===== src/sv/vmm_pkg.sv =====
`timescale 1ns / 1ps

package vmm_pkg;

	localparam int ONE_Q14        = 16384;
	localparam int STEER_DEADBAND = 819;
	localparam int PIVOT_LIMIT    = 1638;
	localparam int OUT_SCALE      = 1000;
	localparam int YAW_AUTH       = 200;
	localparam int GAIN_MIN       = 1638;
	localparam int GAIN_MAX       = 32768;

	localparam logic [1:0] REG_MODE = 2'd0;
	localparam logic [1:0] REG_EXPO = 2'd1;
	localparam logic [1:0] REG_GAIN = 2'd2;

	typedef enum logic [1:0] {
		MODE_CAR   = 2'd0,
		MODE_BOAT  = 2'd1,
		MODE_PLANE = 2'd2,
		MODE_QUAD  = 2'd3
	} mode_t;

	typedef struct packed {
		mode_t       mode;
		logic [14:0] expo;
		logic [15:0] gain;
	} cfg_t;

	// Load enables of the seven pipeline stages.
	typedef struct packed {
		logic s1;
		logic s2;
		logic s3;
		logic s4;
		logic s5;
		logic s6;
		logic s7;
	} pipe_ld_t;

endpackage


===== src/sv/vmm_scale.sv =====
`timescale 1ns / 1ps

module vmm_scale (
	input  logic                clk,
	input  vmm_pkg::pipe_ld_t   ld,
	input  logic signed [15:0]  v [4],
	input  logic [9:0]          q [4],
	input  logic                quad,
	output logic signed [10:0]  ch_s7 [4]
);
	import vmm_pkg::*;

	logic [14:0] mag [4];
	logic [24:0] prod [4];

	// Scaling works on the magnitude so that the result truncates toward zero.
	always_comb begin
		for (int i = 0; i < 4; i++) begin
			mag[i]  = v[i][15] ? 15'(-v[i]) : v[i][14:0];
			prod[i] = 25'(mag[i]) * 25'(OUT_SCALE);
		end
	end

	always_ff @(posedge clk) begin
		if (ld.s7) begin
			for (int i = 0; i < 4; i++) begin
				if (quad)
					ch_s7[i] <= $signed({1'b0, q[i]});
				else if (v[i][15])
					ch_s7[i] <= -$signed({1'b0, prod[i][23:14]});
				else
					ch_s7[i] <= $signed({1'b0, prod[i][23:14]});
			end
		end
	end

endmodule


===== config.mk =====
export PLATFORM = sky130hd
export DESIGN_NAME = vmm_scale
export DESIGN_NICKNAME = d
export VERILOG_FILES = /design/src/sv/vmm_pkg.sv /design/src/sv/vmm_scale.sv
export SDC_FILE = /design/constraint.sdc
export NUM_CORES = 1
export LEC_CHECK = 0
export BUFFER_PORTS_ARGS = -buffer_cell sky130_fd_sc_hd__buf_4
export CORE_MARGIN = 5
export CORE_UTILIZATION = 50
export CTS_CLUSTER_SIZE = 20
export DETAILED_ROUTE_END_ITERATION = 8
export HOLD_SLACK_MARGIN = 0.1
export PLACE_DENSITY_LB_ADDON = 0.08
export SLEW_MARGIN = 20
export SYNTH_ARGS = -nofsm -noshare
export SYNTH_HDL_FRONTEND = slang
export SYNTH_SLANG_ARGS = --single-unit
export TNS_END_PERCENT = 100

===== constraint.sdc =====
create_clock -name clk -period 14.3 [get_ports clk]
set_input_delay 2.86 -clock clk [delete_from_list [all_inputs] [get_ports clk]]
set_output_delay 2.86 -clock clk [all_outputs]
set_load 0.05 [all_outputs]

# Yosys cells after proc, flatten, opt, wreduce, memory -nomap -nowiden
# Index checks and enable logic that the tools add are counted.
# totals
reg_bits,44
output_inout_bits,44
inputBits,113
# classes
add_sub_neg,8
n_mul,4
n_reduce_logical,4
bitwise,4
n_mux,12
# op_table
cell,count
$mul A15 B7 Y21 const B,4
$mux W10,8
$mux W15,4
$neg A15 Y15,4
$neg A10 Y11,4
$reduce_or A2 Y1,4
$not A1 Y1,4

# Depth between registers and ports, before layout
# logic_depth
depth_word,6
depth_mapped,25
ltp_nobuf,25

# Worst setup path before layout
# OpenSTA, ideal clock, no wires.
# synth_timing
kind,input to register
startpoint,input port v[32] in the netlist's numbering
endpoint,register ch_s7[31] in the netlist's numbering (data pin)
n_path_buf,0
stages,22
arrival_ns,8.667
setup_time_ns,0.268
slack_ns,5.365
cell_sequence,inv_1 -> nand2_1 -> o41ai_1 -> xor2_1 -> xnor2_1 -> inv_1 -> ha_1 -> nor2b_1 -> fa_1 -> fa_1 -> fa_1 -> inv_1 -> ha_1 -> a21oi_1 -> o221ai_1 -> a21oi_1 -> a21bo_2 -> a31o_4 -> or4_1 -> a311o_1 -> a21oi_1 -> o31ai_2
# synth_via
elab_chain_len,6
# synth_lines
item,line,rtl
start: declaration,vmm_scale.sv:6,"input logic signed [15:0] v [4],"
$neg A15 Y15,vmm_scale.sv:19,mag[i] = v[i][15] ? 15'(-v[i]) : v[i][14:0];
$mux W15 *,vmm_scale.sv:19,
$mul A15 B7 Y21 *,vmm_scale.sv:20,prod[i] = 25'(mag[i]) * 25'(OUT_SCALE);
$neg A10 Y11,vmm_scale.sv:30,"ch_s7[i] <= -$signed({1'b0, prod[i][23:14]});"
$mux W10 *,vmm_scale.sv:29,else if (v[i][15])
$mux W10 *,vmm_scale.sv:27,if (quad)
end signal: indexed assignment,vmm_scale.sv:28,"ch_s7[i] <= $signed({1'b0, q[i]});"
end signal: indexed assignment,vmm_scale.sv:30,
end signal: indexed assignment,vmm_scale.sv:32,"ch_s7[i] <= $signed({1'b0, prod[i][23:14]});"
end: declaration,vmm_scale.sv:9,output logic signed [10:0] ch_s7 [4]
# Every way passes the cells marked *; elsewhere a longest branch is shown, timed or not.
# A chain may end at the register's enable or synchronous reset.

# Worst setup path after layout
# layout_timing
startpoint,input port v[52] in the netlist's numbering
endpoint,register ch_s7[41] in the netlist's numbering (data pin)
# The elaborated chain is that of the path after synthesis.

==> impl_results.rst <==
.. list-table::
   :header-rows: 1

   * - Metric
     - Value
   * - Most common cell on crit path
     - fa_1
   * - Vias in the first global route
     - 10480
   * - Hold buffers post-CTS
     - 0
   * - Max cap viols
     - 0
   * - Bufs and invs on worst path
     - 3
   * - Worst Setup Start Kind
     - primary input
   * - Number of cells on the worst hold path
     - 3
   * - Horizontal extent of the die
     - 173.4 um
   * - Worst-margin pin slew
     - 969.0 ps
   * - IO Count
     - 157
   * - Post-detailed-route wirelength per cell
     - 15.14 um
   * - Outcome
     - finished, final reports clean
   * - Instance count on the critical path
     - 22
   * - Maximum cell stage delay along the critical path
     - 520 ps
   * - Fin. Hold Viols
     - 0
   * - Remaining global-route overflow
     - 0
   * - Post-synthesis average cell area
     - 8.978 um^2
   * - Cell Chain, Critical Path
     - buf_4 -> nor3_1 -> nand3_1 -> or2_2 -> o21ai_0 -> xor2_1 -> inv_1 -> ha_1 -> nor2b_1 -> fa_1 -> fa_1 -> fa_1 -> inv_1 -> ha_1 -> a211o_1 -> o22ai_1 -> mux2_2 -> a311oi_1 -> nand2b_1 -> nor4b_4 -> a21oi_1 -> nand3b_1
   * - Final standard cell count with taps included and fillers excluded
     - 1955
   * - Sink count of the clock tree
     - 44
   * - Number of DRC violations after detailed-routing iteration 0
     - 457
   * - Sequential cell area
     - 1321 um^2
   * - Total nets after synthesis
     - 1948
   * - Register bank with the most flops
     - ch_s7
   * - Count of fill cells added during filler insertion
     - 2405
   * - Worst Hold Class
     - in -> reg
   * - Largest delay share family, worst path
     - adder cells
   * - Number of cells after detailed placement
     - 1947
   * - Share of async-settable or async-resettable flops after synthesis
     - 0
   * - Routed Wire Length
     - 29600 um
   * - Number of buffers created by CTS
     - 5
   * - EDFF count, synth
     - 44
   * - Post-synthesis cell area
     - 13350 um^2
   * - Clock root cell
     - clkbuf_16
   * - Tcrit/Tclk final
     - 0.6622
   * - Unique cell type count in the Yosys netlist
     - 80
   * - Clock-pin transition on the worst setup and hold timing paths
     - 80 ps
   * - Worst-path fanout max
     - 8
   * - Core Box Area
     - 26210 um^2
   * - GRT Total Usage
     - 0.2002
   * - Setup_tns
     - 0 ps
   * - Total setup violations reported at the end of the flow
     - 0
   * - Final core occ
     - 0.5695
   * - Fin nets
     - 2080
   * - Total of buffers placed on input and output ports
     - 150
   * - Crit end category
     - register
   * - GPL Wtd Cong
     - 0.8347
   * - CTS Buffer Depth
     - 2
   * - Data arrival time at the worst-slack endpoint
     - 9510 ps
   * - Die footprint
     - 30070 um^2
   * - Via-to-Cell Ratio
     - 5.285
   * - DRT antenna net count
     - 0
   * - Largest regs
     - ch_s7 x44
   * - Most instantiated flip-flop cell in the synthesis netlist
     - edfxtp_1
   * - Rows
     - 59
   * - Crit Path Category
     - in -> reg
   * - Required time at the worst-slack endpoint
     - 14340 ps
   * - Synthesized instance count
     - 1487
   * - Antenna cells
     - 0
   * - Max Slew Vio Count
     - 0
   * - First-pass GRT wire length
     - 50670 um
   * - Signed area change from the synthesized netlist to the final layout
     - 11.80%
   * - Effective utilization at floorplan
     - 0.5094
   * - Fraction of final layout cells with drive strength greater than 1
     - 0.1290
   * - Placed wire-length estimate
     - 25570 um
   * - Setup bufs post-CTS
     - 0
   * - DR vias
     - 10330
   * - Maximum level of the CTS H-tree
     - 2
   * - CTS tree
     - done
   * - Gates resized, CTS repair
     - 0
   * - Normalized max-slew margin
     - 0.3494
   * - # DRC
     - 0
   * - DIE HEIGHT
     - 173.4 um
   * - Post-layout min period
     - 9469 ps
   * - Warning count from the yosys run
     - 0
   * - Maximum number of pins on one net before global-route repair
     - 62
   * - Flops & latches, synth
     - 44
   * - Fmax achieved
     - 0.1056 GHz
   * - Setup repair after global routing missed its margin
     - no
   * - Fraction of the yosys area taken by sequential cells
     - 0.09897
   * - First-pass detailed-route iteration total
     - 5
   * - Library cell contributing the largest single delay on the critical path
     - fa_1
   * - Number of flip-flops under the largest register name
     - 44
   * - Antenna violations before repair
     - 0
   * - Area used by multi-input combinational logic
     - 10780 um^2
## kinds of logic (layout without fill, tap and decap cells)
kind of cell    Yosys count  in the layout  synth area share
xor+xnor                161            161            0.1109
buf+inv                 329            462           0.09391
flops                    44             44           0.09897
compound gates          260            260            0.1335
simple gates            318            318            0.1188
mux                      20             20           0.01584
fa+ha+maj               355            355            0.4281
## synth_stat cells, types with 10 or more instances
cell type  number  area, um^2
inv_1         303        1137
ha_1          176        2202
fa_1          172        3443
nand2_1       110       412.9
xnor2_1       102       893.4
o21ai_0        72       360.4
nor2_1         62       232.7
xor2_1         55       481.7
a21oi_1        51       255.2
edfxtp_1       44        1321
clkbuf_1       21       78.83
nor3_1         21       105.1
nand3_1        19       95.09
o31ai_1        19       142.6
or2_2          15       93.84
nand2b_1       14       87.58
a21o_1         12       90.09
nand4_1        12       75.07
mux2i_1        11       110.1
o211ai_1       11       82.58
or3_1          11       68.82
a211oi_1       10       75.07
o21a_1         10       75.07
## layout by cell type (no fill, tap or decap), types with 15 or more instances in the layout
master / netlist / final
nand2_1: 110 / 110
o21ai_0: 72 / 72
xor2_1: 55 / 55
a21oi_1: 51 / 51
edfxtp_1: 44 / 44
or2_2: 15 / 15
xnor2_1: 102 / 102
ha_1: 176 / 176
fa_1: 172 / 172
inv_1: 303 / 303
nor3_1: 21 / 21
o31ai_1: 19 / 19
nor2_1: 62 / 62
buf_4: 0 / 151
nand3_1: 19 / 19
## cell type report
| type | instances | area share |
|---|---|---|
| multi-input combinational | 1114 | 0.7219 |
| sequential | 44 | 0.08852 |
| inverter | 303 | 0.07620 |
| timing repair buffer | 151 | 0.07595 |
| tap | 335 | 0.02808 |
| clock buffer | 5 | 0.008383 |
| clock inverter | 3 | 0.0009221 |
## per-layer routing
metal / vias to the layer above / global-route usage / part of all wire
met2: 154 / 0.3458 / 0.48
met1: 4977 / 0.2774 / 0.47
met5: - / 0 / 0
met4: 0 / 0.02694 / 0.0093
met3: 15 / 0.02574 / 0.040
li1: 5186 / - / -
## stage by stage
stage          hold WS (ps)  setup WS (ps)  instance area, um^2
2_1_floorplan          2973           5365                13350
3_3_place_gp           3131           4529                14790
3_5_place_dp           3144           4496                14790
4_1_cts                2823           4811                14930
5_1_grt                2823           4356                14930
6_report               2830           4831                14930
## final timing paths
| path | end | startpoint |
|---|---|---|
| worst max-delay path | ch_s7[41]$_DFFE_PP_ | v[52] |
| worst min-delay path | ch_s7[1]$_DFFE_PP_ | q[1] |
Power is left out: the tool's default activity adds up to more than one toggle a clock period on the data nets, which glitch-free logic cannot reach.
