[src/sv/vmm_pkg.sv]
`timescale 1ns / 1ps

package vmm_pkg;

	localparam int ONE_Q14        = 16384;
	localparam int STEER_DEADBAND = 819;
	localparam int PIVOT_LIMIT    = 1638;
	localparam int OUT_SCALE      = 1000;
	localparam int YAW_AUTH       = 200;
	localparam int GAIN_MIN       = 1638;
	localparam int GAIN_MAX       = 32768;

	localparam logic [1:0] REG_MODE = 2'd0;
	localparam logic [1:0] REG_EXPO = 2'd1;
	localparam logic [1:0] REG_GAIN = 2'd2;

	typedef enum logic [1:0] {
		MODE_CAR   = 2'd0,
		MODE_BOAT  = 2'd1,
		MODE_PLANE = 2'd2,
		MODE_QUAD  = 2'd3
	} mode_t;

	typedef struct packed {
		mode_t       mode;
		logic [14:0] expo;
		logic [15:0] gain;
	} cfg_t;

	// Load enables of the seven pipeline stages.
	typedef struct packed {
		logic s1;
		logic s2;
		logic s3;
		logic s4;
		logic s5;
		logic s6;
		logic s7;
	} pipe_ld_t;

endpackage

[src/sv/vmm_expo.sv]
`timescale 1ns / 1ps

module vmm_expo (
	input  logic                clk,
	input  vmm_pkg::pipe_ld_t   ld,
	input  logic [14:0]         expo,
	input  logic signed [15:0]  x,
	output logic signed [15:0]  y_s4
);
	import vmm_pkg::*;

	logic signed [15:0] xc;
	logic [14:0]        a_c;
	logic [43:0]        cube_full;
	logic [29:0]        sum;

	logic               neg_s1, neg_s2, neg_s3;
	logic [14:0]        a_s1, a_s2;
	logic [28:0]        sq_s1;
	logic [14:0]        cub_s2;
	logic [28:0]        pc_s3, pl_s3;

	always_comb begin
		if (x > 16'sd16384)
			xc = 16'sd16384;
		else if (x < -16'sd16384)
			xc = -16'sd16384;
		else
			xc = x;
		a_c = xc[15] ? 15'(-xc) : xc[14:0];
	end

	always_ff @(posedge clk) begin
		if (ld.s1) begin
			neg_s1 <= xc[15];
			a_s1   <= a_c;
			sq_s1  <= 29'(a_c) * 29'(a_c);
		end
	end

	// The cube is a^3 scaled back to unsigned Q1.14, truncated.
	assign cube_full = 44'(sq_s1) * 44'(a_s1);

	always_ff @(posedge clk) begin
		if (ld.s2) begin
			neg_s2 <= neg_s1;
			a_s2   <= a_s1;
			cub_s2 <= cube_full[42:28];
		end
	end

	always_ff @(posedge clk) begin
		if (ld.s3) begin
			neg_s3 <= neg_s2;
			pc_s3  <= 29'(cub_s2) * 29'(expo);
			pl_s3  <= 29'(a_s2) * 29'(15'(ONE_Q14) - expo);
		end
	end

	assign sum = 30'(pc_s3) + 30'(pl_s3);

	always_ff @(posedge clk) begin
		if (ld.s4) begin
			if (neg_s3)
				y_s4 <= -$signed({1'b0, sum[28:14]});
			else
				y_s4 <= $signed({1'b0, sum[28:14]});
		end
	end

endmodule

[config.mk]
export PLATFORM = sky130hd
export DESIGN_NAME = vmm_expo
export DESIGN_NICKNAME = d
export VERILOG_FILES = /design/src/sv/vmm_pkg.sv /design/src/sv/vmm_expo.sv
export SDC_FILE = /design/constraint.sdc
export NUM_CORES = 2
export LEC_CHECK = 0
export BUFFER_PORTS_ARGS = -buffer_cell sky130_fd_sc_hd__buf_2
export CAP_MARGIN = 20
export CORE_UTILIZATION = 58
export CTS_CLUSTER_DIAMETER = 30
export DETAILED_ROUTE_END_ITERATION = 12
export PLACE_DENSITY = 0.74
export SETUP_SLACK_MARGIN = 0.05
export SLEW_MARGIN = 15
export SYNTH_ARGS = -nofsm -noshare
export SYNTH_HDL_FRONTEND = slang
export SYNTH_SLANG_ARGS = --single-unit
[constraint.sdc]
create_clock -name clk -period 15.8 [get_ports clk]
set_input_delay 2.37 -clock clk [delete_from_list [all_inputs] [get_ports clk]]
set_output_delay 2.37 -clock clk [all_outputs]
set_load 0.05 [all_outputs]
## Word level (Yosys, flattened, before mapping)

Cells that the tools add are included.

| storage, ports and cells | value |
|---|---|
| register bits after elaboration | 151 |
| logic and storage cells | 25 |
| input port bits | 39 |

| cells by class | value |
|---|---|
| multiply operators | 4 |
| add/subtract/negate cells | 4 |
| magnitude comparators | 2 |
| mux-type cells | 4 |

Operators with widths:

| kind | number |
|---|---|
| $mul 15x15->29 | 2 |
| $mul 29x15->43 | 1 |
| $mux 16 | 2 |
| $mux 15 | 2 |
| $add 29x29->29 | 1 |
| $mul 16x16->29 | 1 |
| $gt 16x16->1 const B | 1 |
| $lt 16x15->1 const B | 1 |
| $neg 15->16 | 1 |
| $sub 15x15->16 const A | 1 |
| $neg 15->15 | 1 |

## Longest topological paths before layout

| logic depth | value |
|---|---|
| depth in word-level cells | 6 |
| depth in mapped cells | 37 |
| gate-level depth less buffers | 36 |

## Least setup slack after synthesis

Ideal clock, no wire load.

| timing | value |
|---|---|
| path type | input to register |
| from | input x[6] |
| to | register sq_s1[25], data pin |
| path slack | 5,354 ps |
| library setup time | 258 ps |
| stages on the path | 33 |
| arrival | 10,189 ps |
| cell sequence | or2_1 -> or4_4 -> nor4_4 -> nand3b_2 -> o21ai_2 -> mux2_4 -> nand2_1 -> ha_1 -> and2b_1 -> nor2_1 -> a311o_1 -> inv_2 -> buf_6 -> nand2_1 -> fa_1 -> inv_1 -> fa_1 -> fa_1 -> fa_1 -> fa_1 -> inv_1 -> fa_1 -> inv_1 -> ha_1 -> and3_1 -> and4_1 -> o21ai_0 -> o21ai_0 -> o41ai_2 -> o21ai_0 -> o21a_1 -> nor2_1 -> xnor2_1 |

| on the way | value |
|---|---|
| cells in the longest elaborated chain, start to end | 6 |
| elaborated cells on any way between the ends | 7 |
| classes of those cells | add/sub (1); mul (1); order compare (2); mux (3) |

RTL lines:

| element | RTL line | RTL |
|---|---|---|
| start, declared | vmm_expo.sv:7 | `input logic signed [15:0] x,` |
| $lt 16x15->1 | vmm_expo.sv:26 | `else if (x < -16'sd16384)` |
| $mux 16 | vmm_expo.sv:26 |  |
| $mux 16 (*) | vmm_expo.sv:24 | `if (x > 16'sd16384)` |
| $neg 15->15 | vmm_expo.sv:30 | `a_c = xc[15] ? 15'(-xc) : xc[14:0];` |
| $mux 15 (*) | vmm_expo.sv:30 |  |
| net a_c[4] | vmm_expo.sv:13 | `logic [14:0] a_c;` |
| $mul 15x15->29 (*) | vmm_expo.sv:37 | `sq_s1 <= 29'(a_c) * 29'(a_c);` |
| end signal, assigned | vmm_expo.sv:37 |  |
| end, declared | vmm_expo.sv:19 | `logic [28:0] sq_s1;` |

The timed path passes the listed nets; every way through them passes the cells marked *.
A chain may end at the register's enable or synchronous reset.

## Final worst setup path

| timing | value |
|---|---|
| from | input x[6] |
| to | register sq_s1[25], data pin |

| on the way | value |
|---|---|
| cells in the longest elaborated chain, start to end | 6 |
| elaborated cells on any way between the ends | 7 |
| classes of those cells | add/sub (1); mul (1); order compare (2); mux (3) |

RTL lines:

| element | RTL line |
|---|---|
| $lt 16x15->1 | vmm_expo.sv:26 |
| $mux 16 | vmm_expo.sv:26 |
| $mux 16 (*) | vmm_expo.sv:24 |
| $neg 15->15 | vmm_expo.sv:30 |
| $mux 15 (*) | vmm_expo.sv:30 |
| $mul 15x15->29 (*) | vmm_expo.sv:37 |

Every way passes the cells marked *; elsewhere a longest branch is shown, timed or not.

==> results.json <==
{
  "syn-cell-area_um2": 39600,
  "wire_per_inst_um": 18.0,
  "synth-compound-area-share_pct": 5.68,
  "worstPathRequired_ns": 16.04,
  "cp-end-kind": "flip-flop",
  "ys_warn_count": 0,
  "drc": 0,
  "fill_cells": 5553,
  "rsz0062_at_grt": "false",
  "cts_buffers": 17,
  "cts.sinks": 149,
  "io_buffers": 51,
  "hold_buffers": 0,
  "grt_pass1_vias": 30100,
  "utilization_pct": 61.3,
  "max_slew.worst_pin.slew_ns": 1.07,
  "io_pins": 55,
  "clkTransAtPathRegs_ns": 0.07,
  "slew_violations": 0,
  "wl_mm": 90.1,
  "firstDrtPassIters": 5,
  "yosys.area_share.simple_pct": 15.4,
  "worst_clock_skew_ns": 0.0198,
  "fin_cells": 4991,
  "grt_max_degree": 60,
  "grt_pass1_wl_mm": 152,
  "cts_resized": 0,
  "synth.distinct_cells": 88,
  "synth_top_family_by_area": "adder cells",
  "hold_depth": 0,
  "maxCapViolations": 0,
  "timing.final.crit_share_pct": 71.4,
  "synth_xor_xnor_area_share_pct": 3.36,
  "synth_seq_cells": 149,
  "drt_iter0_markers": 1646,
  "post-place-cells": 4956,
  "antenna_found_initial": 2,
  "areaGrowthSynthToFinish_pct": 4.34,
  "clock.fmax_mhz": 88.7,
  "met1_usage_pct": 36.1,
  "r2r_cells": 20,
  "die_h_um": 263,
  "synth-main-ff-cell": "edfxtp_1",
  "setup_viol": 0,
  "cts_buffer_depth": 2,
  "htreeDepth": 4,
  "post_cts_buffers": 0,
  "synth_edf_count": 149,
  "vias": 27900,
  "overflow": 0,
  "slowest_delay_ns": 0.61,
  "met3_usage_pct": 5.20,
  "avgSynthCellArea_um2": 9.56,
  "outcome": "completed",
  "worst_setup_path_start_kind": "primary input",
  "busiest_layer": "met2",
  "tritoncts": "yes",
  "dieArea_um2": 69400,
  "synthTopCellsByCount": "inv_1, fa_1, nand2_1",
  "core_um2": 67400,
  "grt_usage_pct": 27.7,
  "dpl.hpwl_mm": 69.5,
  "crit_path_top_delay_cell": "o41ai_2",
  "cts_root_buffer": "clkbuf_16",
  "critPathArrivalTime_ns": 11.52,
  "routed_via_density": 5.60,
  "async_flop_share_pct": 0,
  "synth.top_cell.area_share_pct": 41.3,
  "crit_type": "in2reg",
  "synth.most_common_cell": "inv_1",
  "start_util_pct": 58.8,
  "synth_top_cell_by_area": "fa_1",
  "clkLatencyLatePin_ns": 0.49,
  "synthAdderAreaFrac_pct": 54.5,
  "num_rows": 95,
  "path_max_fanout": 11,
  "die_w_um": 263,
  "slew_headroom_pct": 28.1,
  "hold_viol": 0,
  "drtAntennaViolNets": 0,
  "use_met2_pct": 46.7,
  "synth_seq_area_share_pct": 11.3,
  "nets": 5377,
  "finalWeightedCongestion": 0.918,
  "synth.mux.area_fraction_pct": 0.117,
  "crit_top_cell": "fa_1",
  "min_period_ns": 11.28,
  "min_path_type": "reg2reg",
  "syn_inst": 4144,
  "yosys-top-cells-area": "fa_1, ha_1, edfxtp_1, inv_1, and2_1",
  "drive_gt1_share_pct": 4.33,
  "final.setup.tns_ns": 0
}
[worst max-delay path: cells and delay by family]
family          cells  cell delay [ns]
fa+ha+maj           8             3.65
buf+inv             5             0.62
mux                 1             0.23
simple gates       12             2.38
compound gates      7             2.21
xor+xnor            1             0.07
[metal layers]
layer / part of all wire (%) / vias to the layer above
met5: 0 / -
met4: 3.2 / 0
met3: 8.3 / 203
met2: 48 / 1075
met1: 40 / 14100
li1: - / 12600
[cell usage in the layout, fill, tap and decap left out, types with 8 or more instances in the layout]
cell type,instances
edfxtp_1,149
or3_1,9
o21a_1,14
and2_1,380
nor2_1,122
fa_1,818
conb_1,13
or2_2,15
ha_1,418
nand2b_1,15
o21ai_0,49
and3_1,16
o21bai_1,21
a211oi_1,17
nor2b_1,15
nand2_1,602
buf_4,42
a31oi_1,9
xnor2_1,104
xnor2_2,8
nand3_1,28
clkbuf_16,17
a21o_1,48
a21oi_1,93
nor3_1,19
inv_1,837
buf_2,51
xor2_1,36
nor4_1,8
[cell families (layout without fill, tap and decap cells)]
group                    Yosys count  in the layout
flip-flops                       149            149
buffers and inverters           1012            972
multiplexers                       4              4
other                              2             16
AND/OR/NAND/NOR                 1260           1260
AO/OA/AOI/OAI                    332            332
adder cells (fa/ha/maj)         1236           1236
XOR/XNOR                         149            149
[through the flow]
stage,hold slack [ns],setup slack (ns),area [um^2]
2_1_floorplan,0.400,5.35,39700
6_report,0.441,4.52,41300
3_5_place_dp,0.420,4.01,40700
4_1_cts,0.442,4.51,41300
3_3_place_gp,0.416,4.08,40700
5_1_grt,0.451,3.95,41300
[flip-flops by register name, indices dropped and copies added (netlist names), 15 cells and up]
name,count
a_s1,15
a_s2,15
cub_s2,15
pc_s3,29
pl_s3,29
y_s4,16
sq_s1,27
[final timing paths]
kind	slack, ns	startpoint	to
setup / recovery	4.52	x[6]	sq_s1[25]$_DFFE_PP_
hold / removal	0.44	neg_s1$_DFFE_PP_	neg_s2$_DFFE_PP_
setup reg to reg	8.41	a_s2[9]$_DFFE_PP_	pl_s3[27]$_DFFE_PP_
hold reg to reg	0.44	neg_s1$_DFFE_PP_	neg_s2$_DFFE_PP_
[area by class of cell]
class	instances	area, um^2	area share [%]
Antenna cell	3	7.51	0.0182
Timing Repair Buffer	93	571	1.38
Multi-Input combinational cell	2994	31400	76.0
Tap cell	873	1090	2.64
Clock inverter	15	161	0.390
Sequential cell	149	4470	10.8
Clock buffer	17	425	1.03
Inverter	847	3180	7.69
Power is not shown: default switching activity piles up to over one toggle a cycle in this logic, so the estimate is an artifact.
