[src/sv/vmm_pkg.sv]
`timescale 1ns / 1ps

package vmm_pkg;

	localparam int ONE_Q14        = 16384;
	localparam int STEER_DEADBAND = 819;
	localparam int PIVOT_LIMIT    = 1638;
	localparam int OUT_SCALE      = 1000;
	localparam int YAW_AUTH       = 200;
	localparam int GAIN_MIN       = 1638;
	localparam int GAIN_MAX       = 32768;

	localparam logic [1:0] REG_MODE = 2'd0;
	localparam logic [1:0] REG_EXPO = 2'd1;
	localparam logic [1:0] REG_GAIN = 2'd2;

	typedef enum logic [1:0] {
		MODE_CAR   = 2'd0,
		MODE_BOAT  = 2'd1,
		MODE_PLANE = 2'd2,
		MODE_QUAD  = 2'd3
	} mode_t;

	typedef struct packed {
		mode_t       mode;
		logic [14:0] expo;
		logic [15:0] gain;
	} cfg_t;

	// Load enables of the seven pipeline stages.
	typedef struct packed {
		logic s1;
		logic s2;
		logic s3;
		logic s4;
		logic s5;
		logic s6;
		logic s7;
	} pipe_ld_t;

endpackage

[src/sv/vmm_mix.sv]
`timescale 1ns / 1ps

module vmm_mix (
	input  logic                clk,
	input  vmm_pkg::pipe_ld_t   ld,
	input  vmm_pkg::cfg_t       cfg,
	input  logic signed [15:0]  t,
	input  logic signed [15:0]  s,
	input  logic signed [15:0]  p,
	input  logic signed [15:0]  r,
	output logic signed [15:0]  v_s6 [4],
	output logic [9:0]          q_s6 [4],
	output logic                quad_s6
);
	import vmm_pkg::*;

	function automatic logic signed [15:0] sat_q14(input logic signed [17:0] d);
		if (d > 18'sd16384)
			return 16'sd16384;
		else if (d < -18'sd16384)
			return -16'sd16384;
		else
			return 16'(d);
	endfunction

	logic [14:0]        abs_t, abs_s, base;
	logic [30:0]        k_full;
	logic signed [17:0] pe, re, se;
	logic signed [17:0] dsum [4];

	logic signed [15:0] t_s5, s_s5, p_s5, r_s5;
	logic [16:0]        k_s5;
	logic               dead_s5, pivot_s5, spos_s5;
	logic signed [26:0] n_s5 [4];

	logic signed [17:0] te, ke, lft, rgt;
	logic signed [15:0] lc, rc;
	logic signed [15:0] v_c [4];
	logic [9:0]         q_c [4];

	always_comb begin
		abs_t  = t[15] ? 15'(-t) : t[14:0];
		abs_s  = s[15] ? 15'(-s) : s[14:0];
		base   = t[15] ? 15'd0 : t[14:0];
		k_full = 31'(abs_s) * 31'(cfg.gain);
		pe     = 18'(p);
		re     = 18'(r);
		se     = 18'(s);
		// X-frame signs: front left, front right, rear left, rear right.
		dsum[0] = -pe + re - se;
		dsum[1] = -pe - re + se;
		dsum[2] =  pe + re + se;
		dsum[3] =  pe - re - se;
	end

	always_ff @(posedge clk) begin
		if (ld.s5) begin
			t_s5     <= t;
			s_s5     <= s;
			p_s5     <= p;
			r_s5     <= r;
			k_s5     <= k_full[30:14];
			dead_s5  <= abs_s > 15'(STEER_DEADBAND);
			pivot_s5 <= abs_t <= 15'(PIVOT_LIMIT);
			spos_s5  <= !s[15];
			for (int i = 0; i < 4; i++)
				n_s5[i] <= $signed({12'd0, base}) * 27'sd1000 + 27'(dsum[i]) * 27'sd200;
		end
	end

	always_comb begin
		te  = 18'(t_s5);
		ke  = $signed({1'b0, k_s5});
		lft = te;
		rgt = te;
		if (dead_s5) begin
			if (spos_s5) begin
				if (pivot_s5) begin
					lft = ke;
					rgt = -ke;
				end else begin
					rgt = te - ke;
					if (te > 0 && rgt < 0) rgt = '0;
					if (te < 0 && rgt > 0) rgt = '0;
				end
			end else begin
				if (pivot_s5) begin
					lft = -ke;
					rgt = ke;
				end else begin
					lft = te - ke;
					if (te > 0 && lft < 0) lft = '0;
					if (te < 0 && lft > 0) lft = '0;
				end
			end
		end
		lc = sat_q14(lft);
		rc = sat_q14(rgt);

		for (int i = 0; i < 4; i++) begin
			if (n_s5[i][26])
				q_c[i] = '0;
			else if (n_s5[i] > 27'sd16384000)
				q_c[i] = 10'(OUT_SCALE);
			else
				q_c[i] = n_s5[i][23:14];
		end

		unique case (cfg.mode)
			MODE_CAR: begin
				v_c[0] = lc;
				v_c[1] = lc;
				v_c[2] = rc;
				v_c[3] = rc;
			end
			MODE_BOAT: begin
				v_c[0] = lc;
				v_c[1] = rc;
				v_c[2] = '0;
				v_c[3] = '0;
			end
			MODE_PLANE: begin
				v_c[0] = t_s5[15] ? 16'sd0 : t_s5;
				v_c[1] = r_s5;
				v_c[2] = p_s5;
				v_c[3] = s_s5;
			end
			MODE_QUAD: begin
				v_c[0] = '0;
				v_c[1] = '0;
				v_c[2] = '0;
				v_c[3] = '0;
			end
		endcase
	end

	always_ff @(posedge clk) begin
		if (ld.s6) begin
			v_s6    <= v_c;
			q_s6    <= q_c;
			quad_s6 <= cfg.mode == MODE_QUAD;
		end
	end

endmodule

[config.mk]
export PLATFORM = sky130hd
export DESIGN_NAME = vmm_mix
export DESIGN_NICKNAME = d
export VERILOG_FILES = /design/src/sv/vmm_pkg.sv /design/src/sv/vmm_mix.sv
export SDC_FILE = /design/constraint.sdc
export NUM_CORES = 2
export LEC_CHECK = 0
export ABC_CLOCK_PERIOD_IN_PS = 12400
export BUFFER_PORTS_ARGS = -buffer_cell sky130_fd_sc_hd__buf_4
export CORE_MARGIN = 5
export CORE_UTILIZATION = 60
export CTS_BUF_LIST = sky130_fd_sc_hd__clkbuf_16
export DETAILED_ROUTE_END_ITERATION = 8
export GPL_TIMING_DRIVEN = 0
export PLACE_DENSITY = 0.79
export SYNTH_ARGS = -nofsm -noshare
export SYNTH_HDL_FRONTEND = slang
export SYNTH_SLANG_ARGS = --single-unit
[constraint.sdc]
create_clock -name clk -period 12.4 [get_ports clk]
set_input_delay 1.86 -clock clk [delete_from_list [all_inputs] [get_ports clk]]
set_output_delay 1.86 -clock clk [all_outputs]
set_load 0.03 [all_outputs]
# Word-level counts from Yosys, hierarchy flattened

Memory sizes are Yosys's and may differ from the RTL's.
Index checks and enable logic that the tools add are counted.
W data, S select, Z words.

Bits in registers: 189
Memory bits (writable): 108
Bits of input ports: 105
Output and inout port bits: 105
Word-level logic and storage cells: 102
Memories kept: 1

Memories:

| name | depth | bits a word | read ports | clocked after memory_dff | wr ports | RTL line      | RTL |
|---|---|---|---|---|---|---|---|
| n_s5 | 4     | 27          | 4          | 0                        | 4        | vmm_mix.sv:34 | `logic signed [26:0] n_s5 [4];` |

Add/subtract/negate cells: 17
Multipliers: 6
$lt $le $gt $ge: 15
Equal/unequal tests: 3
Multiplexer cells: 30
Reductions and logical operators: 9

Operator list:

| cell                    | number |
|---|---|
| $mux W18                | 15 |
| $pmux W64 S4            | 1 |
| $gt A27 B25 Y1 const B  | 4 |
| $mul A18 B6 Y24 const B | 4 |
| $add A27 B27 Y27        | 3 |
| $mux W16                | 4 |
| $mux W15                | 4 |
| $mux W10                | 4 |
| $add A18 B16 Y18        | 2 |
| $gt A18 B1 Y1 const B   | 2 |
| $gt A18 B16 Y1 const B  | 2 |
| $lt A18 B15 Y1 const B  | 2 |
| $sub A18 B16 Y18        | 2 |
| $mul A15 B16 Y31        | 1 |
| $neg A15 Y15            | 2 |
| $add A26 B27 Y27        | 1 |
| $mul A15 B7 Y22 const B | 1 |
| $add A17 B16 Y18        | 1 |
| $lt A18 B1 Y1 const B   | 1 |
| $neg A16 Y18            | 1 |
| $neg A17 Y18            | 1 |
| $sub A16 B18 Y18        | 1 |
| $sub A17 B16 Y18        | 1 |
| $add A16 B16 Y17        | 1 |
| 12 further kinds        | 19 |

# Longest topological paths before layout

Word-level depth: 17
Mapped depth: 36
Mapped depth without buffers: 36

# Worst setup path after synthesis

OpenSTA, ideal clock, no wires.

Kind: input port to flip-flop
Start point: input port t[15]
End point: memory n_s5[1][26] (data pin)
Library setup time: 0.267 ns
Arrival time: 8.999 ns
Required time: 12.133 ns
Slack: 3.134 ns
Stages on the path: 31
Buffers on the path: 3
Cells stage by stage: clkbuf_1 > clkbuf_1 > clkbuf_1 > nor2_1 > fa_1 > fa_1 > inv_1 > fa_1 > inv_1 > fa_1 > ha_1 > o21ai_0 > a21boi_0 > o21ai_0 > a21boi_0 > o21a_1 > o21a_1 > o31a_1 > o21a_1 > nor2_1 > xnor2_1 > ha_1 > or3_1 > o21ai_0 > a211oi_1 > o21a_1 > o21ai_0 > a21oi_1 > or2_2 > a21oi_1 > a211oi_1

RTL lines:

| element     | RTL line      | RTL |
|---|---|---|
| from (decl) | vmm_mix.sv:7  | `input logic signed [15:0] t,` |
| to (decl)   | vmm_mix.sv:34 |  |

==> flow_summary.ini <==
[synth]
synth_adder_area_share = 0.3676
ys_seq_area_frac = 0.2246
synthMuxAreaShare = 0.002932
synth_compound_area_frac = 0.1269
synthCells = 4024
synth_edf_count = 284
ys_ff_latch = 284
synth.distinct_cells = 86
ys_async_sr_fraction = 0
syn_area_per_cell_sq_um = 9.437
synth-xor-area-share = 0.06988
synth_top_family_by_area = adder cells
yosysWarnings = 0
netlist_area_sq_um = 37980
synth-main-ff-cell = edfxtp_1
syn_nets = 5032
synth_simple_gate_area_frac = 0.1429

[placement]
dpl_cell_area_sq_um = 40540
routabilityCongestion = 1.038
numPortBuffers = 188
hpwl_um = 89040

[detailed_routing]
via_count = 30540
post_drt_wl_per_cell_um = 21.47
routed_via_density = 5.964
drcViolationCount = 0
firstDrtPassIters = 6
first_iter_violations = 2323
drtAntennaViolNets = 0
finalWirelength_um = 109900

[floorplan]
initial_core_util = 0.6042
die_h_um = 261.6
num_rows = 92
core_sq_um = 62850
dieArea_sq_um = 68430
io-pin-count = 210
die_width_um = 261.6

[clock_tree]
cts_hold_buffers = 0
clk_pin_slew_ns = 0.06
clock_sinks = 284
cts_buffers = 31
cts_tree = yes
postCtsResizedCells = 0
clock_path_buffers = 3
cts_setup_buffers = 0
clk_latency_ns = 0.63
root_buffer = clkbuf_16
h-tree-depth = 1

[sta]
layout_min_cycle_time_ns = 10.74
grt_setup_unrepaired = false
slew_viol_final = 15
skew_ns = 0.02083
max_slew_margin = -0.05647
setup_viol_count_final = 0
worstMarginPinSlew_ns = 1.573
hold_viol = 0
fin_crit_sh = 0.8660
max_freq_mhz = 93.12
tns_ns = 0

[critical_path]
worst-path-buf-inv = 6
crit_path_end_kind = register
cpMaxStageDelayCell = a21oi_1
crit_path_start_kind = input port
crit_type = input port to register
required_ns = 12.82
path_max_fanout = 10
slowest_delay_ns = 1.17
path_delay_family = compound AO/OA/AOI/OAI gates
cp.arrival_ns = 11.15

[global_route]
grt_pass1_vias = 30380
grt_usage = 0.3194
grt_overflow = 0
antenna_found_initial = 8
grt_pass1_wl_um = 168400
grt_max_degree = 106

[cells_and_area]
final_common_cell = inv_1
area_delta_synth_final_pct = 9.380
nNetsFinal = 5257
drive_gt1_frac = 0.06720
multiInputGateArea_sq_um = 27000
postLayoutCellArea_sq_um = 41540
n_fill_cell = 5134
seqCellArea_sq_um = 8528
layout_common_cells = inv_1 (582), ha_1 (550), fa_1 (353)

[outcome]
status = finished, violations left
failed_checks = capacitance limit, slew limit

[job]
max_cap_violations = 3

[min_path]
hold_path_class = register to register
## flip-flops by register name (all words and copies together), names as in the netlist
signal	cells
t_s5	16
quad_s6	1
s_s5	16
k_s5	17
v_s6	64
n_s5	95
dead_s5	1
pivot_s5	1
spos_s5	1
r_s5	16
q_s6	40
p_s5	16
## layout make-up
type,count,area share
multi-input combinational,3083,0.6500
sequential,284,0.2053
inverter,581,0.05250
timing repair buffer,192,0.03612
tap,846,0.02548
clock buffer,31,0.01868
buffer,76,0.007199
clock inverter,24,0.004458
antenna,4,0.0002410
## per-stage QoR
step	std cells	util	hold slack (ns)	worst slack [ns]
after floorplan	4024	-	0.4910	3.134
after global placement	5058	0.6435	0.5000	0.7713
after detailed placement	5061	0.6450	0.5031	1.283
after CTS	5116	0.6603	0.5193	1.829
after global routing	5119	0.6608	0.5456	1.056
final	5121	0.6609	0.5178	1.661
## worst paths after layout
path / slack (ns) / to / cells after the start / startpoint
worst max-delay path: 1.66 / n_s5[2][26] / 30 / t[15]
worst min register to register: 0.52 / v_s6[14] / 2 / s_s5[14]
worst max register to register: 7.08 / v_s6[50] / 16 / t_s5[0]
worst min-delay path: 0.52 / v_s6[14] / 2 / s_s5[14]
## cell usage after synthesis (all sizes together), types with 34 or more instances
| library cell | number | area share |
|---|---|---|
| a21o | 63 | 0.012 |
| a21oi | 168 | 0.022 |
| and2 | 116 | 0.019 |
| and3 | 34 | 0.0056 |
| clkbuf | 69 | 0.0068 |
| edfxtp | 284 | 0.22 |
| fa | 353 | 0.19 |
| ha | 550 | 0.18 |
| inv | 579 | 0.057 |
| nand2 | 331 | 0.033 |
| nand3 | 62 | 0.0082 |
| nor2 | 308 | 0.030 |
| nor2b | 44 | 0.0072 |
| nor3 | 106 | 0.014 |
| o21a | 41 | 0.0081 |
| o21ai | 150 | 0.020 |
| or3 | 36 | 0.0059 |
| xnor2 | 238 | 0.055 |
| xor2 | 65 | 0.015 |
## worst min-delay path, stage by stage, from the launching register on
cell and delay (ns):
edfxtp_1 0.32, nand2_1 0.04, nand2_1 0.05
## cells by family after synthesis
family | Yosys count
AND/OR/NAND/NOR | 1148
buffers and inverters | 657
AO/OA/AOI/OAI | 717
adder cells (fa/ha/maj) | 904
multiplexers | 11
XOR/XNOR | 303
flip-flops | 284
## per-layer routing
layer	GRT usage	wire, um	vias to the layer above
li1	-	-	14230
met1	0.4208	44400	14830
met2	0.5178	50260	1186
met5	0	39	-
met4	0.1425	5995	6
met3	0.05958	9234	294
Power is not shown: default switching activity piles up to over one toggle a cycle in this logic, so the estimate is an artifact.
