--- src/sv/vmm_pkg.sv ---
`timescale 1ns / 1ps

package vmm_pkg;

	localparam int ONE_Q14        = 16384;
	localparam int STEER_DEADBAND = 819;
	localparam int PIVOT_LIMIT    = 1638;
	localparam int OUT_SCALE      = 1000;
	localparam int YAW_AUTH       = 200;
	localparam int GAIN_MIN       = 1638;
	localparam int GAIN_MAX       = 32768;

	localparam logic [1:0] REG_MODE = 2'd0;
	localparam logic [1:0] REG_EXPO = 2'd1;
	localparam logic [1:0] REG_GAIN = 2'd2;

	typedef enum logic [1:0] {
		MODE_CAR   = 2'd0,
		MODE_BOAT  = 2'd1,
		MODE_PLANE = 2'd2,
		MODE_QUAD  = 2'd3
	} mode_t;

	typedef struct packed {
		mode_t       mode;
		logic [14:0] expo;
		logic [15:0] gain;
	} cfg_t;

	// Load enables of the seven pipeline stages.
	typedef struct packed {
		logic s1;
		logic s2;
		logic s3;
		logic s4;
		logic s5;
		logic s6;
		logic s7;
	} pipe_ld_t;

endpackage

--- src/sv/vmm_cfg.sv ---
`timescale 1ns / 1ps

module vmm_cfg (
	input  logic               clk,
	input  logic               arst_n,
	input  logic               psel,
	input  logic               penable,
	input  logic               pwrite,
	input  logic [3:0]         paddr,
	input  logic [31:0]        pwdata,
	output logic [31:0]        prdata,
	output logic               pready,
	output vmm_pkg::cfg_t      cfg
);
	import vmm_pkg::*;

	mode_t       mode_q;
	logic [14:0] expo_q;
	logic [15:0] gain_q;
	logic        wr;
	logic [1:0]  idx;

	assign pready = 1'b1;
	assign wr     = psel & penable & pwrite & pready;
	assign idx    = paddr[3:2];

	always_ff @(posedge clk or negedge arst_n) begin
		if (!arst_n) begin
			mode_q <= MODE_CAR;
			expo_q <= '0;
			gain_q <= 16'(ONE_Q14);
		end else if (wr) begin
			unique case (idx)
				REG_MODE: mode_q <= mode_t'(pwdata[1:0]);
				REG_EXPO: begin
					if (pwdata[14:0] > 15'(ONE_Q14))
						expo_q <= 15'(ONE_Q14);
					else
						expo_q <= pwdata[14:0];
				end
				REG_GAIN: begin
					if (pwdata[15:0] < 16'(GAIN_MIN))
						gain_q <= 16'(GAIN_MIN);
					else if (pwdata[15:0] > 16'(GAIN_MAX))
						gain_q <= 16'(GAIN_MAX);
					else
						gain_q <= pwdata[15:0];
				end
				default: ;
			endcase
		end
	end

	always_comb begin
		unique case (idx)
			REG_MODE: prdata = {30'd0, mode_q};
			REG_EXPO: prdata = {17'd0, expo_q};
			REG_GAIN: prdata = {16'd0, gain_q};
			default:  prdata = '0;
		endcase
	end

	assign cfg = '{mode: mode_q, expo: expo_q, gain: gain_q};

endmodule

--- config.mk ---
export PLATFORM = sky130hd
export DESIGN_NAME = vmm_cfg
export DESIGN_NICKNAME = d
export VERILOG_FILES = /design/src/sv/vmm_pkg.sv /design/src/sv/vmm_cfg.sv
export SDC_FILE = /design/constraint.sdc
export NUM_CORES = 1
export LEC_CHECK = 0
export ABC_CLOCK_PERIOD_IN_PS = 1590
export BUFFER_PORTS_ARGS = -buffer_cell sky130_fd_sc_hd__buf_2
export CAP_MARGIN = 20
export CORE_MARGIN = 1
export CORE_UTILIZATION = 46
export CTS_CLUSTER_SIZE = 28
export DETAILED_ROUTE_END_ITERATION = 10
export PLACE_DENSITY = 0.87
export SLEW_MARGIN = 20
export SYNTH_ARGS = -nofsm -noshare
export SYNTH_HDL_FRONTEND = slang
export SYNTH_SLANG_ARGS = --single-unit
--- constraint.sdc ---
create_clock -name clk -period 1.59 [get_ports clk]
set_input_delay 0.0795 -clock clk [delete_from_list [all_inputs] [get_ports clk]]
set_output_delay 0.0795 -clock clk [all_outputs]
set_load 0.02 [all_outputs]
; Word level (Yosys, flattened, before mapping)
; Index checks and enable logic that the tools add are counted.
[totals]
inputBits = 41
word_cells = 18
regBits = 33
output_inout_bits = 66
[op_classes]
n_lt_le_gt_ge = 3
n_eq_ne = 2
n_bitwise = 2
reduce_logical = 4
mux = 4
[op_table]
columns = operator, n
row1 = $pmux W16 S3, 1
row2 = $mux W16, 2
row3 = $gt A16 B16 Y1 const B, 1
row4 = $lt A16 B11 Y1 const B, 1
row5 = $gt A15 B15 Y1 const B, 1
row6 = $mux W15, 1
row7 = $reduce_and A2 Y1, 3
row8 = $and A1 B1 Y1, 2
row9 = $eq A2 B1 Y1 const B, 1
row10 = $eq A2 B2 Y1 const B, 1
row11 = $logic_not A2 Y1, 1

; Longest topological paths before layout
; Gate-level depths: netlist (run 1).
[logic_depth]
word_depth = 3
depth_mapped = 6
ltp_nobuf = 4

; Least setup slack after synthesis (run 1)
; Ideal clock, no wire load.
[synth_path]
path_kind = input to register
startpoint = input pwdata[11]
endpoint = register gain_q[7]
cell_stages = 5
arrival_time_ns = 1.329
t_required_ns = 1.468
setup_slack_ns = 0.139
path_buffers = 1
setup_ns = 0.122
cell_sequence = or4_4 a31oi_1 a31oi_2 buf_6 a32o_1
[synth_via]
elab_chain_len = 3
elab_cells_between_ends = 4
[synth_lines]
columns = element, line_no
row1 = start: declaration, vmm_cfg.sv:10  ; input logic [31:0] pwdata,
row2 = $gt A16 B16 Y1, vmm_cfg.sv:44  ; else if (pwdata[15:0] > 16'(GAIN_MAX))
row3 = $mux W16, vmm_cfg.sv:44
row4 = $mux W16 *, vmm_cfg.sv:42  ; if (pwdata[15:0] < 16'(GAIN_MIN))
row5 = end signal: assignment, vmm_cfg.sv:43  ; gain_q <= 16'(GAIN_MIN);
row6 = end signal: assignment, vmm_cfg.sv:45  ; gain_q <= 16'(GAIN_MAX);
row7 = end signal: assignment, vmm_cfg.sv:47  ; gain_q <= pwdata[15:0];
row8 = end: declaration, vmm_cfg.sv:19  ; logic [15:0] gain_q;
; Every way passes the cells marked *; elsewhere a longest branch is shown, timed or not.
; A chain may end at the register's enable or synchronous reset.

; Worst setup path after layout (run 1)
[layout_path]
startpoint = input pwdata[9]
endpoint = register gain_q[6]
; The elaborated chain is that of the path after synthesis.

==> metrics.yaml, run 1 <==
intPower_mw: 1.814
maxCapViolCount: 0
synth-seq-cells: 33
rows: 21
worstSkewPairLatency_ns: 0.29
cts_buffer_depth: 2
htree_num_levels: 2
clk_pin_slew_ns: 0.07
vias: 1615
postSynthCellCount: 166
cts_root_buf: "clkbuf_8"
period_minus_slack_ns: 1.437
grt_pass1_wl_um: 7341
nets: 297
wl_per_cell_um: 15.50
placed_cells: 294
cp.arrival_ns: 1.62
grt_pass1_vias: 1509
fin_cells: 303
die_y_um: 63.18
cts_tree: "done"
core_area_sq_um: 3468
synth.avg_cell_area_sq_um: 10.37
drive_gt1_share_pct: 42.80
synthDistinctLibCells: 32
die_x_um: 63.18
syn-cell-area_sq_um: 1722
final_cell_mix: "buf_2, dfrtp_1, buf_4"
status: "completed"
pwr-share-comb_pct: 29.7
switching_share_pct: 34.25
worstSetupPathType: "in -> reg"
worstMarginPinSlew_ns: 0.7461
seq_area_frac_synth_pct: 48.04
port_buffers: 71
drtIter0Drc: 106
setup_violations: 0
synth_edf_count: 0
post-route-drc-count: 0
final_common_cell: "buf_2"
initial_core_util_pct: 49.64
track_usage_pct: 24.45
end_kind: "register"
clock_skew_ns: 0
finalHoldViolCount: 0
ir_worst_vdd_mv: 0.6608
path_max_fanout: 11
slew_violations: 0
rsz0062_at_grt: "no"
synth-async-reset-ratio_pct: 100.0
dr.pass1.iters: 4
syn_to_final_growth_pct: 34.52
yosys_warnings: 0
post-dp-hpwl_um: 3315
switching_power_mw: 0.9450
leakagePower_nw: 1.232
finalCritPeriodShare_pct: 90.35
cts.sinks: 33
ys.flop_type: "dfrtp_1"
via_per_inst: 5.330
place_congestion: 0.8435
cts_made_buffers: 5
relSlewSlack_pct: 50.26
hold_path_class: "in -> reg"
start_kind: "input port"
grt_overflow: 0
grt_max_degree: 34
power_frac_clock_pct: 29.8
tns_ns: 0
cp.required_ns: 1.77
die_area_sq_um: 3991
diodes: 0
totalWireLength_um: 4698
cts_setup_buffers: 0
antenna_found_initial: 0
ant_nets: 0
io-pin-count: 107
p_per_area_nw_per_um2: 1191
max_freq_ghz: 0.6961
seqPwrFrac_pct: 40.4
per-stage QoR:
step | total power, mW | setup WS, ns | utilization, % | hold slack (ns) | instance area [sq um]
4_1_cts | 2.765 | 0.1807 | 66.77 | 0.07036 | 2316
6_report | 2.759 | 0.1534 | 66.77 | 0.07176 | 2316
2_1_floorplan | 1.633 | 0.1391 | - | -0.2161 | 1778
3_5_place_dp | 1.945 | -0.1265 | 63.13 | 0.1813 | 2190
5_1_grt | 2.874 | 0.08127 | 66.77 | 0.09175 | 2316
3_3_place_gp | 1.921 | -0.09128 | 63.13 | 0.1701 | 2190
sequential cells by signal, summed over array words and instances (netlist names):
signal and flops:
expo_q 15, mode_q 2, gain_q 16
cell families (layout without fill, tap and decap cells):
logic type             after synthesis  in the layout  share of synthesized area (%)
buffers and inverters               28            104                          10.32
other                                2             17                         0.4362
AO/OA/AOI/OAI                       51             51                          23.76
multiplexers                         5              5                          3.125
AND/OR/NAND/NOR                     47             47                          14.32
flip-flops                          33             33                          48.04
per-layer routing:
| metal | vias to the layer above | GRT usage, % | wire length (um) |
|---|---|---|---|
| met3 | 5 | 4.348 | 367 |
| met1 | 762 | 32.24 | 2043 |
| met5 | - | 0 | 0 |
| met2 | 90 | 38.31 | 2240 |
| met4 | 0 | 12.78 | 46 |
| li1 | 758 | - | - |
critical path, stage by stage:
cell and delay, ns:
buf_2 0.09, nand2_1 0.06, or4_1 0.52, a31oi_2 0.55, buf_4 0.24, a21oi_1 0.06
power by group through the flow:
stage               sequential [mW]  combinational, mW  clock (mW)
floorplan                      1.29              0.339           0
global placement               1.12              0.803           0
detailed placement             1.12              0.821           0
CTS                            1.11              0.824       0.829
global route                   1.14              0.879       0.859
finish                         1.12              0.820       0.823
final timing paths:
check / startpoint / endpoint / slack (ns) / cells after the start
setup / recovery: pwdata[9] / gain_q[6] / 0.15 / 6
hold / removal: pwdata[0] / expo_q[0] / 0.07 / 2
setup reg to reg: expo_q[14] / expo_q[14] / 0.81 / 1
hold reg to reg: gain_q[15] / gain_q[15] / 0.50 / 2
max in group asynchronous: arst_n / expo_q[4] / 0.72 / 2
min in group asynchronous: arst_n / mode_q[0] / 0.39 / 2
cells in the mapped netlist (all sizes together), types with 4 or more instances:
| cell type | count | area, sq um |
|---|---|---|
| a21oi | 7 | 35.03 |
| a22o | 20 | 175.2 |
| nand2b | 6 | 37.54 |
| clkbuf | 7 | 26.28 |
| a32o | 8 | 80.08 |
| o21ai | 11 | 55.05 |
| nand2 | 19 | 71.32 |
| dfrtp | 32 | 800.8 |
| buf | 20 | 147.6 |
| or4 | 4 | 37.53 |
| nor2 | 7 | 26.28 |
final cells by class:
cell class                 instances  area [sq um]
clock buffer                       7         86.33
clock inverter                     1         30.03
fill                             280          1152
inverter                           1         3.754
multi-input combinational        120         773.2
sequential                        33         827.0
tap                               46         57.56
timing repair buffer              95         538.0
timing repair:
item	4_1_cts	5_1_grt
hold buffers	1	0
hold endpoints to repair	32	0
setup endpoints to repair	0	0
gates resized for setup	0	0
Note: power is estimated with default switching activity, not from simulation.
==> run 2: changes to the inputs <==
--- a/config.mk
+++ b/config.mk
@@ -6,7 +6,7 @@
 export NUM_CORES = 1
 export LEC_CHECK = 0
 export ABC_CLOCK_PERIOD_IN_PS = 1590
-export BUFFER_PORTS_ARGS = -buffer_cell sky130_fd_sc_hd__buf_2
+export BUFFER_PORTS_ARGS = -buffer_cell sky130_fd_sc_hd__clkbuf_2
 export CAP_MARGIN = 20
 export CORE_MARGIN = 1
 export CORE_UTILIZATION = 46
==> run 2 against run 1 <==
  * Flip-flop and latch count stayed put
  * Wire length is 2.9% lower
  * Largest power group unchanged
  * First-iteration DRC count decreased by 14%
  * Hold slack worse by 0.0026 ns
  * Die area stayed put
  * Highest routed layer unchanged
==> metrics.yaml, run 2 (synthesis results as in run 1) <==
status: "completed"
vias: 1596
maxCapViolCount: 0
track_usage_pct: 24.33
worstSkewPairLatency_ns: 0.28
post-route-drc-count: 0
start_kind: "input port"
regMostFlops: "gain_q"
io-pin-count: 107
slew_violations: 0
max_freq_ghz: 0.7063
nets: 296
clk_pin_slew_ns: 0.06
totalWireLength_um: 4562
cp.arrival_ns: 1.58
grt_max_degree: 34
finalCritPeriodShare_pct: 89.05
initial_core_util_pct: 49.64
grt_use_met1_pct: 31.62
cts.sinks: 33
cts_tree: "done"
holdPathStages: 3
via_per_inst: 5.285
setup_slack_ns: 0.1741
path_max_fanout: 11
ir_worst_vdd_mv: 0.6350
drive_gt1_share_pct: 42.19
stdcell_area_sq_um: 2282
pre_cts_ws_ns: -0.1031
cts_root_buf: "clkbuf_8"
grt_overflow: 0
rr_worst_depth: 1
fin_hold_ws_ns: 0.06921
top_regs: "gain_q: 16 flops, expo_q: 15 flops, mode_q: 2 flops"
largest_register_ffs: 16
die_y_um: 63.18
period_minus_slack_ns: 1.416
core_area_sq_um: 3468
leakagePower_nw: 1.196
finalHoldViolCount: 0
syn_to_final_growth_pct: 32.56
grt-busiest-layer: "met2"
cts_made_buffers: 5
grt_pass1_vias: 1566
ant_nets: 0
hold_path_class: "in -> reg"
dr.pass1.iters: 4
multi_input_area_sq_um: 773.2
timing.rr.end: "expo_q[14]"
htree_num_levels: 2
setup_violations: 0
end_kind: "register"
rsz0062_at_grt: "no"
antenna_found_initial: 0
cts_buffer_depth: 2
worstSetupPathType: "in -> reg"
reg2reg_slack_ns: 0.79
hold_path_end: "gain_q[5]"
dpl-instance-area_sq_um: 2182
place_congestion: 0.7908
diodes: 0
die_x_um: 63.18
fillCellCount: 304
grt_util_met3_pct: 7.971
regArea_sq_um: 827.0
relSlewSlack_pct: 60.77
final_common_cell: "clkbuf_2"
drtIter0Drc: 91
rows: 21
use_met2_pct: 37.77
clock_skew_ns: 0
cts_setup_buffers: 0
r2r_start: "expo_q[14]"
p_per_area_nw_per_um2: 1132
final_cell_mix: "clkbuf_2, dfrtp_1, buf_4"
worstMarginPinSlew_ns: 0.5867
die_area_sq_um: 3991
cp.required_ns: 1.75
post-dp-hpwl_um: 3336
port_buffers: 71
min_from: "pwdata[5]"
p_total_mw: 2.584
wl_per_cell_um: 15.11
grt_pass1_wl_um: 7438
==> run 2: changes by cell type in the layout (fill, tap and decap cells not counted) <==
cell       delta
buf_2        -71
buf_4         -1
clkbuf_2     +71
bufinv_16     -1
clkbuf_1      +1
==> run 2: through the flow <==
stage               util, %  TNS (ns)  cells
floorplan                 -         0    181
global placement      62.91   -0.7871    293
detailed placement    62.91    -1.262    293
CTS                   65.80         0    302
global route          65.80         0    302
finish                65.80         0    302
==> run 2: worst max-delay path by stage <==
stage          startpoint    endpoint  cells past startpoint
2_1_floorplan  pwdata[11]   gain_q[7]                      5
3_3_place_gp   pwdata[10]   gain_q[6]                      6
3_5_place_dp   pwdata[11]  gain_q[13]                      5
4_1_cts        pwdata[11]  gain_q[10]                      6
5_1_grt         pwdata[5]   gain_q[6]                      6
6_report        pwdata[5]  gain_q[10]                      6
==> run 2: final cells by class <==
type                       instances  share of cell area [%]
clock buffer                       8                   3.947
inverter                           1                  0.1645
timing repair buffer              94                   23.25
multi-input combinational        120                   33.88
sequential                        33                   36.24
tap                               46                   2.522
==> run 2: timing repair <==
action | 4_1_cts | 5_1_grt
hold buffers | 1 | 0
setup endpoints to repair | 0 | 0
gates resized for setup | 0 | 0
endpoints found under the hold margin | 32 | 0
==> run 2: layer usage <==
metal	wire length (um)	share of wire, %
met1	2034	45
met2	2183	48
met3	312	6.8
met4	31	0.68
met5	0	0
==> run 2: report_power, final <==
group	total, mW	internal (mW)	leakage [nW]	switching (mW)
Combinational	0.817	0.308	0.728	0.508
Sequential	1.12	0.992	0.422	0.130
Clock	0.645	0.353	0.0455	0.292
==> run 2: critical path: stages <==
cell and delay (ns):
clkbuf_2 0.12, a21oi_1 0.06, or4_1 0.48, a31oi_2 0.54, buf_4 0.23, a21oi_1 0.07
